[config.mk]
export PLATFORM = sky130hd
export DESIGN_NAME = configurable_word_cache_unit_flat
export DESIGN_NICKNAME = d
export VERILOG_FILES = /design/src/rtl/cwc_pkg.sv /design/src/rtl/cwc_if.sv /design/src/rtl/configurable_word_cache_unit.sv /design/src/rtl/cwc_ctrl.sv /design/src/rtl/cwc_dpath.sv /design/src/flat_wrapper.sv
export SDC_FILE = /design/constraint.sdc
export NUM_CORES = 1
export LEC_CHECK = 0
export ABC_AREA = 1
export BUFFER_PORTS_ARGS = -buffer_cell sky130_fd_sc_hd__buf_2
export CELL_PAD_IN_SITES_DETAIL_PLACEMENT = 1
export CELL_PAD_IN_SITES_GLOBAL_PLACEMENT = 1
export CORE_AREA = 5 5 42 44
export DETAILED_ROUTE_END_ITERATION = 12
export DIE_AREA = 0 0 47 49
export MAX_ROUTING_LAYER = met4
export PLACE_DENSITY_LB_ADDON = 0.3
export SYNTH_ARGS = -nofsm -noshare
export SYNTH_HDL_FRONTEND = slang
export SYNTH_SLANG_ARGS = --single-unit
[constraint.sdc]
create_clock -name clk_i -period 2.6 [get_ports clk_i]
set_clock_uncertainty 0.05 [all_clocks]
set_input_delay 0 -clock clk_i [delete_from_list [all_inputs] [get_ports clk_i]]
set_output_delay 0 -clock clk_i [all_outputs]
set_load 0.05 [all_outputs]
[src/rtl/cwc_pkg.sv]
// ----------------------------------------------------------------------------
// cwc_pkg
// Shared types and codes for the configurable word cache.
// ----------------------------------------------------------------------------
package cwc_pkg;

  localparam int unsigned WordW = 16;

  typedef enum logic [1:0] {
    ORG_FULL   = 2'd0,
    ORG_DIRECT = 2'd1,
    ORG_SET    = 2'd2,
    ORG_NONE   = 2'd3
  } org_e;

  typedef enum logic [0:0] {
    WP_BACK    = 1'b0,
    WP_THROUGH = 1'b1
  } wpol_e;

  localparam logic [0:0] RegOrg = 1'b0;
  localparam logic [0:0] RegWpol = 1'b1;

  typedef enum logic [1:0] {
    ST_IDLE,
    ST_LOOK,
    ST_OUT
  } state_e;

  typedef struct packed {
    logic capture;
    logic update;
    logic out_load;
  } cmd_t;

  typedef struct packed {
    logic [WordW-1:0] address;
    logic             mode;
    logic             is_byte;
    logic [WordW-1:0] data_word;
    logic [WordW-1:0] memory_word;
  } req_t;

  typedef struct packed {
    logic             hit;
    logic [WordW-1:0] read_data;
    logic             evict_valid;
    logic [WordW-1:0] evict_address;
    logic [WordW-1:0] evict_data;
    logic             through_valid;
    logic [WordW-1:0] through_address;
    logic [WordW-1:0] through_data;
    logic [WordW-1:0] hit_count;
    logic [WordW-1:0] access_count;
  } rsp_t;

  typedef struct packed {
    logic [0:0]       index;
    logic [WordW-1:0] data;
  } cfg_t;

endpackage

[src/rtl/cwc_if.sv]
// ----------------------------------------------------------------------------
// cwc_if
// Valid/ready channel carrying one word of payload type T.
// ----------------------------------------------------------------------------
interface cwc_if #(
  parameter type T = logic
);
  logic valid;
  logic ready;
  T     data;

  modport source (output valid, output data, input ready);
  modport sink (input valid, input data, output ready);
endinterface

[src/rtl/configurable_word_cache_unit.sv]
// ----------------------------------------------------------------------------
// configurable_word_cache_unit
// One-word-per-line cache: direct mapped, fully or set associative with LRU, or uncached.
// ----------------------------------------------------------------------------
// Channels: req (sink) carries one access word: address, mode, is_byte,
// data_word and the backing memory_word for a fill. rsp (source) returns
// one result word per access: hit, read data, any dirty eviction, any
// write-through write and the running hit and access counts.
// cfg (sink) writes organization (index 0) or write_policy (index 1);
// write it only while the cache is idle. Other indexes are dropped.
// Flow: an accepted word is captured, then looked up with its line updated
// across the searched group in the LOOK state, and its result is loaded
// into an output register; taking it frees the input in the same cycle,
// so a new word is taken only as the previous result leaves.
// Stall: while the receiver holds off, the result holds and no new word
// is taken.
// Reset: all lines invalid, ages and counters zero, organization set
// associative, write-back.
// ----------------------------------------------------------------------------
module configurable_word_cache_unit import cwc_pkg::*; #(
  parameter int unsigned LINES = 16,
  parameter int unsigned WAYS  = 4
) (
  input  logic clk_i,
  input  logic rst_ni,
  cwc_if.sink   req,
  cwc_if.source rsp,
  cwc_if.sink   cfg
);

  org_e  org_q;
  wpol_e wpol_q;
  cmd_t  cmd;
  cfg_t  cfg_w;

  assign cfg_w     = cfg.data;
  assign cfg.ready = 1'b1;

  // hold configuration; drop writes to indexes past the list
  always_ff @(posedge clk_i or negedge rst_ni) begin
    if (!rst_ni) begin
      org_q  <= ORG_SET;
      wpol_q <= WP_BACK;
    end else if (cfg.valid) begin
      unique case (cfg_w.index)
        RegOrg:  org_q  <= org_e'(cfg_w.data[1:0]);
        RegWpol: wpol_q <= wpol_e'(cfg_w.data[0]);
        default: ;
      endcase
    end
  end

  cwc_ctrl u_ctrl (
    .clk_i       (clk_i),
    .rst_ni      (rst_ni),
    .in_valid_i  (req.valid),
    .in_ready_o  (req.ready),
    .out_valid_o (rsp.valid),
    .out_ready_i (rsp.ready),
    .cmd_o       (cmd)
  );

  cwc_dpath #(.LINES(LINES), .WAYS(WAYS)) u_dpath (
    .clk_i  (clk_i),
    .rst_ni (rst_ni),
    .cmd_i  (cmd),
    .req_i  (req.data),
    .org_i  (org_q),
    .wpol_i (wpol_q),
    .rsp_o  (rsp.data)
  );

endmodule

[src/rtl/cwc_ctrl.sv]
// ----------------------------------------------------------------------------
// cwc_ctrl
// Sequencer: capture word, look up and update, hold result for the sink.
// ----------------------------------------------------------------------------
module cwc_ctrl import cwc_pkg::*; (
  input  logic clk_i,
  input  logic rst_ni,
  input  logic in_valid_i,
  output logic in_ready_o,
  output logic out_valid_o,
  input  logic out_ready_i,
  output cmd_t cmd_o
);

  state_e state_q, state_d;

  always_ff @(posedge clk_i or negedge rst_ni) begin
    if (!rst_ni) begin
      state_q <= ST_IDLE;
    end else begin
      state_q <= state_d;
    end
  end

  always_comb begin
    state_d       = state_q;
    in_ready_o    = 1'b0;
    out_valid_o   = 1'b0;
    cmd_o         = '0;
    unique case (state_q)
      ST_IDLE: begin
        in_ready_o = 1'b1;
        if (in_valid_i) begin
          cmd_o.capture = 1'b1;
          state_d = ST_LOOK;
        end
      end
      ST_LOOK: begin
        cmd_o.update   = 1'b1;
        cmd_o.out_load = 1'b1;
        state_d = ST_OUT;
      end
      ST_OUT: begin
        out_valid_o = 1'b1;
        if (out_ready_i) begin
          // take the next word straight away
          in_ready_o = 1'b1;
          if (in_valid_i) begin
            cmd_o.capture = 1'b1;
            state_d = ST_LOOK;
          end else begin
            state_d = ST_IDLE;
          end
        end
      end
      default: state_d = ST_IDLE;
    endcase
  end

endmodule

[src/rtl/cwc_dpath.sv]
// ----------------------------------------------------------------------------
// cwc_dpath
// Line arrays, lookup, victim choice, LRU ages and counters.
// ----------------------------------------------------------------------------
module cwc_dpath import cwc_pkg::*; #(
  parameter int unsigned LINES = 16,
  parameter int unsigned WAYS  = 4
) (
  input  logic  clk_i,
  input  logic  rst_ni,
  input  cmd_t  cmd_i,
  input  req_t  req_i,
  input  org_e  org_i,
  input  wpol_e wpol_i,
  output rsp_t  rsp_o
);

  localparam int unsigned SETS = LINES / WAYS;
  localparam int unsigned IdxW = $clog2(LINES);
  localparam int unsigned SetW = (SETS > 1) ? $clog2(SETS) : 1;
  localparam int unsigned AgeW = $clog2(LINES);

  req_t             req_q;
  logic [WordW-1:0] tag_q  [LINES];
  logic [WordW-1:0] data_q [LINES];
  logic [AgeW-1:0]  age_q  [LINES];
  logic [LINES-1:0] valid_q, dirty_q;
  logic [WordW-1:0] hcnt_q, acnt_q;
  rsp_t             rsp_q;

  // group membership and search
  logic [LINES-1:0] grp, hitv, invv, age0v;
  logic [IdxW-1:0]  first;
  logic [AgeW-1:0]  top_age;
  logic [WordW-2:0] waddr;
  logic [WordW-1:0] tag;
  logic             hit, found_inv, found_age0;
  logic [IdxW-1:0]  idx, hit_idx, inv_idx, age0_idx;

  assign waddr = req_q.address[WordW-1:1];
  assign tag   = {req_q.address[WordW-1:1], 1'b0};

  always_comb begin
    logic [IdxW-1:0] set_first;
    set_first = '0;
    if (SETS > 1) begin
      set_first = IdxW'(waddr[SetW-1:0] * WAYS);
    end
    first   = '0;
    top_age = '0;
    grp     = '0;
    unique case (org_i)
      ORG_FULL: begin
        grp     = '1;
        top_age = AgeW'(LINES - 1);
      end
      ORG_DIRECT: begin
        first = waddr[IdxW-1:0];
        grp[first] = 1'b1;
      end
      ORG_SET: begin
        first   = set_first;
        top_age = AgeW'(WAYS - 1);
        for (int i = 0; i < LINES; i++) begin
          grp[i] = (IdxW'(i) >= set_first) && ((i - int'(set_first)) < WAYS);
        end
      end
      default: ;
    endcase
  end

  always_comb begin
    for (int i = 0; i < LINES; i++) begin
      hitv[i]  = grp[i] && valid_q[i] && (tag_q[i] == tag);
      invv[i]  = grp[i] && !valid_q[i];
      age0v[i] = grp[i] && (age_q[i] == '0);
    end
    hit = 1'b0; found_inv = 1'b0; found_age0 = 1'b0;
    hit_idx = '0; inv_idx = '0; age0_idx = '0;
    for (int i = LINES - 1; i >= 0; i--) begin
      if (hitv[i])  begin hit = 1'b1;        hit_idx  = IdxW'(i); end
      if (invv[i])  begin found_inv = 1'b1;  inv_idx  = IdxW'(i); end
      if (age0v[i]) begin found_age0 = 1'b1; age0_idx = IdxW'(i); end
    end
    if (hit) idx = hit_idx;
    else if (found_inv) idx = inv_idx;
    else if (found_age0 && org_i != ORG_DIRECT) idx = age0_idx;
    else idx = first;
  end

  // access on the selected line
  logic [WordW-1:0] line_base, line_new, mask, result;
  logic             ev, use_age;
  assign line_base = hit ? data_q[idx] : req_q.memory_word;
  assign mask      = req_q.address[0] ? 16'hFF00 : 16'h00FF;
  assign ev        = !hit && !found_inv && valid_q[idx] && dirty_q[idx];
  assign use_age   = (org_i != ORG_DIRECT);

  always_comb begin
    line_new = line_base;
    result   = req_q.data_word;
    if (!req_q.mode) begin
      result = req_q.is_byte ? ((req_q.data_word & ~mask) | (line_base & mask)) : line_base;
    end else begin
      line_new = req_q.is_byte ? ((line_base & ~mask) | (req_q.data_word & mask))
                               : req_q.data_word;
    end
  end

  logic active;
  assign active = cmd_i.update && (org_i != ORG_NONE);

  always_ff @(posedge clk_i) begin
    if (cmd_i.capture) req_q <= req_i;
    if (active) begin
      tag_q[idx]  <= tag;
      data_q[idx] <= line_new;
    end
    if (cmd_i.out_load) begin
      rsp_q.hit             <= active && hit;
      rsp_q.read_data       <= active ? result : req_q.data_word;
      rsp_q.evict_valid     <= active && ev;
      rsp_q.evict_address   <= (active && ev) ? tag_q[idx] : '0;
      rsp_q.evict_data      <= (active && ev) ? data_q[idx] : '0;
      rsp_q.through_valid   <= active && req_q.mode && wpol_i == WP_THROUGH;
      rsp_q.through_address <= (active && req_q.mode && wpol_i == WP_THROUGH) ? tag : '0;
      rsp_q.through_data    <= (active && req_q.mode && wpol_i == WP_THROUGH) ? line_new : '0;
      rsp_q.hit_count       <= (active && hit) ? hcnt_q + 1'b1 : hcnt_q;
      rsp_q.access_count    <= active ? acnt_q + 1'b1 : acnt_q;
    end
  end

  // line flags, ages and counters clear on reset; ages start at zero
  always_ff @(posedge clk_i or negedge rst_ni) begin
    if (!rst_ni) begin
      valid_q <= '0;
      dirty_q <= '0;
      hcnt_q  <= '0;
      acnt_q  <= '0;
      for (int i = 0; i < LINES; i++) begin
        age_q[i] <= '0;
      end
    end else if (active) begin
      valid_q[idx] <= 1'b1;
      if (req_q.mode && wpol_i == WP_BACK) dirty_q[idx] <= 1'b1;
      else if (!hit) dirty_q[idx] <= 1'b0;
      if (hit) hcnt_q <= hcnt_q + 1'b1;
      acnt_q <= acnt_q + 1'b1;
      if (use_age) begin
        for (int i = 0; i < LINES; i++) begin
          if (grp[i] && age_q[i] > age_q[idx]) age_q[i] <= age_q[i] - 1'b1;
        end
        age_q[idx] <= top_age;
      end
    end
  end

  assign rsp_o = rsp_q;

endmodule

[src/flat_wrapper.sv]
// flat-port wrapper written by rule: the top's interface ports become plain ports
module configurable_word_cache_unit_flat import cwc_pkg::*;
#(
  parameter int unsigned LINES = 16,
  parameter int unsigned WAYS  = 4
)
  (clk_i, rst_ni, req_valid, req_data, req_ready, rsp_valid, rsp_data, rsp_ready, cfg_valid, cfg_data, cfg_ready);
  cwc_if req_i ();
  cwc_if rsp_i ();
  cwc_if cfg_i ();
  input  logic clk_i;
  input  logic rst_ni;
  input wire logic [$bits(req_i.valid)-1:0] req_valid;
  input wire logic [$bits(req_i.data)-1:0] req_data;
  output wire logic [$bits(req_i.ready)-1:0] req_ready;
  output wire logic [$bits(rsp_i.valid)-1:0] rsp_valid;
  output wire logic [$bits(rsp_i.data)-1:0] rsp_data;
  input wire logic [$bits(rsp_i.ready)-1:0] rsp_ready;
  input wire logic [$bits(cfg_i.valid)-1:0] cfg_valid;
  input wire logic [$bits(cfg_i.data)-1:0] cfg_data;
  output wire logic [$bits(cfg_i.ready)-1:0] cfg_ready;
  assign req_i.valid = req_valid;
  assign req_i.data = req_data;
  assign req_ready = req_i.ready;
  assign rsp_valid = rsp_i.valid;
  assign rsp_data = rsp_i.data;
  assign rsp_i.ready = rsp_ready;
  assign cfg_i.valid = cfg_valid;
  assign cfg_i.data = cfg_data;
  assign cfg_ready = cfg_i.ready;
  configurable_word_cache_unit #(.LINES(LINES), .WAYS(WAYS)) u_core (.clk_i(clk_i), .rst_ni(rst_ni), .req(req_i), .rsp(rsp_i), .cfg(cfg_i));
endmodule
# Word level (Yosys, flattened, before mapping)
# Cells that the tools add are included.
# totals
register_bits,21
in_bits,7
# op_classes
add_sub_neg,1
muxes,9
n_eq_ne,5
reduce_logical,3
# op_table
op,n
$add A16 B1 Y16 const B,1
$mux W16,1
$mux W2,3
$ne A2 B2 Y1 const B,3
$pmux W2 S3,1
$mux W1,3
$eq A2 B1 Y1 const B,1
$eq A2 B2 Y1 const B,1
$logic_not A2 Y1,1
$pmux W1 S2,1
$reduce_and A2 Y1,1
$logic_and A1 B1 Y1,1

# Depth between registers and ports, before layout
# depth
depth_word,4
mapped_depth,4

# By module
# From an unflattened synthesis, not the netlist that was laid out.
# unflattened
hier_cells,4288
area_unflattened_um2,40655.2
# modules_own_cells
mod,area_each_um2,seq_area_each_um2,cells_per_inst,n_inst
cwc_dpath,40443.8,22992.1,4259,1
cwc_ctrl,122.6,50.0,18,1
configurable_word_cache_unit,88.8,51.3,11,1

# Least setup slack after synthesis
# OpenSTA, ideal clock, no wires.
# synth_path
kind,reg2out
startpoint,register u_core.u_ctrl.state_q[1]
endpoint,output port rsp_valid
path_stages_with_launch,3
arrival_ps,1103
path_slack_ps,1447
cell_sequence,dfrtp_1 > inv_2 > nor2_1
# synth_between
elab_chain_len,2
# synth_rtl
element,line_no,source
from (decl),cwc_ctrl.sv:15,"state_e state_q, state_d;"
from (signal assigned),cwc_ctrl.sv:21,state_q <= state_d;
$eq A2 B2 Y1,cwc_ctrl.sv:30,unique case (state_q)
$mux W1,cwc_ctrl.sv:30,
to (decl),flat_wrapper.sv:16,output wire logic [$bits(rsp_i.valid)-1:0] rsp_valid;
# No other way between the ends.

# Final worst setup path
# layout_path
startpoint,register u_core.u_ctrl.state_q[1]
endpoint,output port req_ready
# layout_between
elab_chain_len,2
word_cells_on_any_way,3
classes_between,1 x eq/ne; 1 x mux; 1 x reduce/logical
# layout_rtl
element,line_no,source
$eq A2 B2 Y1 or $logic_not A2 Y1 (tied branches),cwc_ctrl.sv:30,
$pmux W1 S2 *,cwc_ctrl.sv:30,
to (decl),flat_wrapper.sv:15,output wire logic [$bits(req_i.ready)-1:0] req_ready;
# Mark *: on every way between the ends. The rest lies on a longest branch, timed or not.

==> qor.csv <==
metric;value;unit
status;finished, final reports clean;
ctsResizeCount;0;
num_io_pins;11;
postSynthCellCount;29;
top_layer;met3;
postLayoutCoreUtil;28.6;%
num_rows;14;
clk_latency;0.24;ns
clock.fmax;865;MHz
die-area;0.00230;sq mm
synth_mux_area_share;0;%
fin_crit;1.16;ns
clkSinkCount;6;
finalSetupViolCount;0;
yosys.area_share.simple;20.7;%
arrival;1.11;ns
grt_pass1_wl;903;um
netlist_area;272;sq um
ys_types;15;
critPathLaunchType;register;
die_h;49;um
wl_met2;279;um
start_util;19.4;%
worstPathRequired;2.55;ns
cp_num_buf_inv;3;
post-route-period-util;44.4;%
core;0.00140;sq mm
yosysWarnings;0;
max_stage_delay;0.42;ns
power.total;317;uW
path_cells;inv_2 > o21ai_2 > inv_1 > buf_2;
dp_hpwl;439;um
ys_seq_area_share;57.6;%
ir_drop;0.336;mV
synth_fa_ha_area_share;0;%
cts-root-buf;clkbuf_4;
firstDrtPassIters;1;
tns;0;ns
die_w;47;um
crit_slowest_cell;dfrtp_1;
synth_area_per_cell;9.36;sq um
path_max_fanout;3;
synth_xor_area_share;0;%
fin_nets;53;
wl_met3;55;um
port_buffers;8;
critPathCaptureType;primary output;
startpoint;u_core.u_ctrl.state_q[1]$_DFFE_PN0P_;
ant_nets;0;
area_growth;47.5;%
post_drt_wl_per_cell;8.77;um
hold_viol_final;0;
gp_congestion;0.651;
worstHoldPathType;primary input to async pin;
drc_errors;0;
p_leak;0.196;nW
wirelength;535;um
cts-buffers-inserted;3;
wl_met1;200;um
drt_iter0_drc;0;
vias_per_cell;3.66;
critPathKind;register to primary output;
grt-ovfl-total;0;
synth-seq-cells;6;
clk_pin_slew;0.05;ns
layout-drive-gt1-share;37.8;%
grt_pass1_vias;245;
synth_fp_nets;36;
antenna_found_initial;0;
grt_setup_unrepaired;no;
crit_family;flip-flops;
num_antenna_cells;0;
grt_max_degree;6;
powerDensity;791;mW/mm^2
cts_htree_levels;1;
synth_top_family_by_area;simple AND/OR/NAND/NOR gates;
cap_violations;0;
cts_tree;yes;
timing.rr.start;u_core.org_q[1]$_DFFE_PN1P_;
grt_usage;5.82;%
slew_viol_final;0;
cts.path.max_buffers;2;
synth-compound-area-share;7.83;%
vias;223;
## metrics by stage
stage / setup WS [ns] / instance area (sq um) / hold slack, ns / instances
floorplan: 1.45 / 272 / -0.346 / 29
global placement: 1.57 / 324 / -0.230 / 52
finish: 1.44 / 400 / 0.0437 / 61
CTS: 1.42 / 400 / 0.0431 / 61
detailed placement: 1.56 / 324 / -0.231 / 52
global route: 1.38 / 400 / 0.0407 / 61
## per-layer routing
metal / GRT usage (%) / vias up
met1: 5.18 / 101
met4: 2.76 / 0
met5: - / -
met3: 4.43 / 0
met2: 8.82 / 7
li1: - / 115
## layout make-up
| cell class | instances | area, sq um |
|---|---|---|
| tap | 16 | 20.0 |
| sequential | 6 | 156 |
| timing repair buffer | 13 | 90.1 |
| inverter | 7 | 26.3 |
| clock buffer | 4 | 26.3 |
| multi-input combinational | 15 | 81.3 |
| fill | 184 | 1000 |
## power breakdown
part | switching (mW) | total [mW] | internal [mW] | leakage, nW
Sequential | 0.0121 | 0.129 | 0.117 | 0.0694
Clock | 0.0331 | 0.0912 | 0.0581 | 0.0150
Combinational | 0.0679 | 0.0969 | 0.0290 | 0.112
## worst paths after layout
path | to | slack [ns] | cells after the start
worst min-delay path | u_core.u_dpath.acnt_q[0]$_DFF_PN0_ | 0.04 | 2
worst max-delay path | req_ready | 1.44 | 4
worst max register to register | u_core.u_dpath.rsp_o[0]$_DFFE_PN_ | 1.56 | 3
min in group clk_i | u_core.org_q[1]$_DFFE_PN1P_ | 0.40 | 3
worst min register to register | u_core.org_q[1]$_DFFE_PN1P_ | 0.40 | 2
max in group asynchronous | u_core.org_q[1]$_DFFE_PN1P_ | 2.23 | 2
## logic make-up after synthesis
group | Yosys count
buffers and inverters | 8
AOI/OAI and AO/OA | 3
other | 1
and+or+nand+nor | 11
DFF | 6
## cell usage after synthesis, drive strengths merged
| cell type | number | share of area (%) |
|---|---|---|
| edfxtp | 1 | 11 |
| nor2 | 4 | 8.3 |
| inv | 7 | 9.7 |
| nand3 | 2 | 5.5 |
| nand2 | 5 | 6.9 |
| dfstp | 1 | 9.7 |
| dfrtp | 4 | 37 |
| conb | 1 | 1.4 |
| buf | 1 | 2.8 |
| o21bai | 1 | 2.8 |
| o21ai | 2 | 5.1 |
## what timing repair did
item	in CTS	in global routing
setup buffers	0	0
endpoints found under the hold margin	9	0
hold buffers	5	0
endpoints found under the setup margin	0	0
## cell usage in the layout, fill, tap and decap left out
cell type / n
buf_2: 8
nand2_1: 5
inv_1: 5
dlygate4sd3_1: 5
dfrtp_1: 4
nor2_1: 3
clkbuf_4: 3
inv_2: 2
nand3_1: 1
nor2_4: 1
nand3_2: 1
o21ai_2: 1
o21bai_1: 1
o21ai_0: 1
conb_1: 1
clkbuf_1: 1
dfstp_2: 1
edfxtp_1: 1
## sequential cells by signal, summed over array words and instances (netlist names)
| name | flops |
|---|---|
| u_core.u_dpath.rsp_o | 1 |
| u_core.org_q | 2 |
| u_core.u_dpath.acnt_q | 1 |
| u_core.u_ctrl.state_q | 2 |
Power figures use the tool's default switching activity.
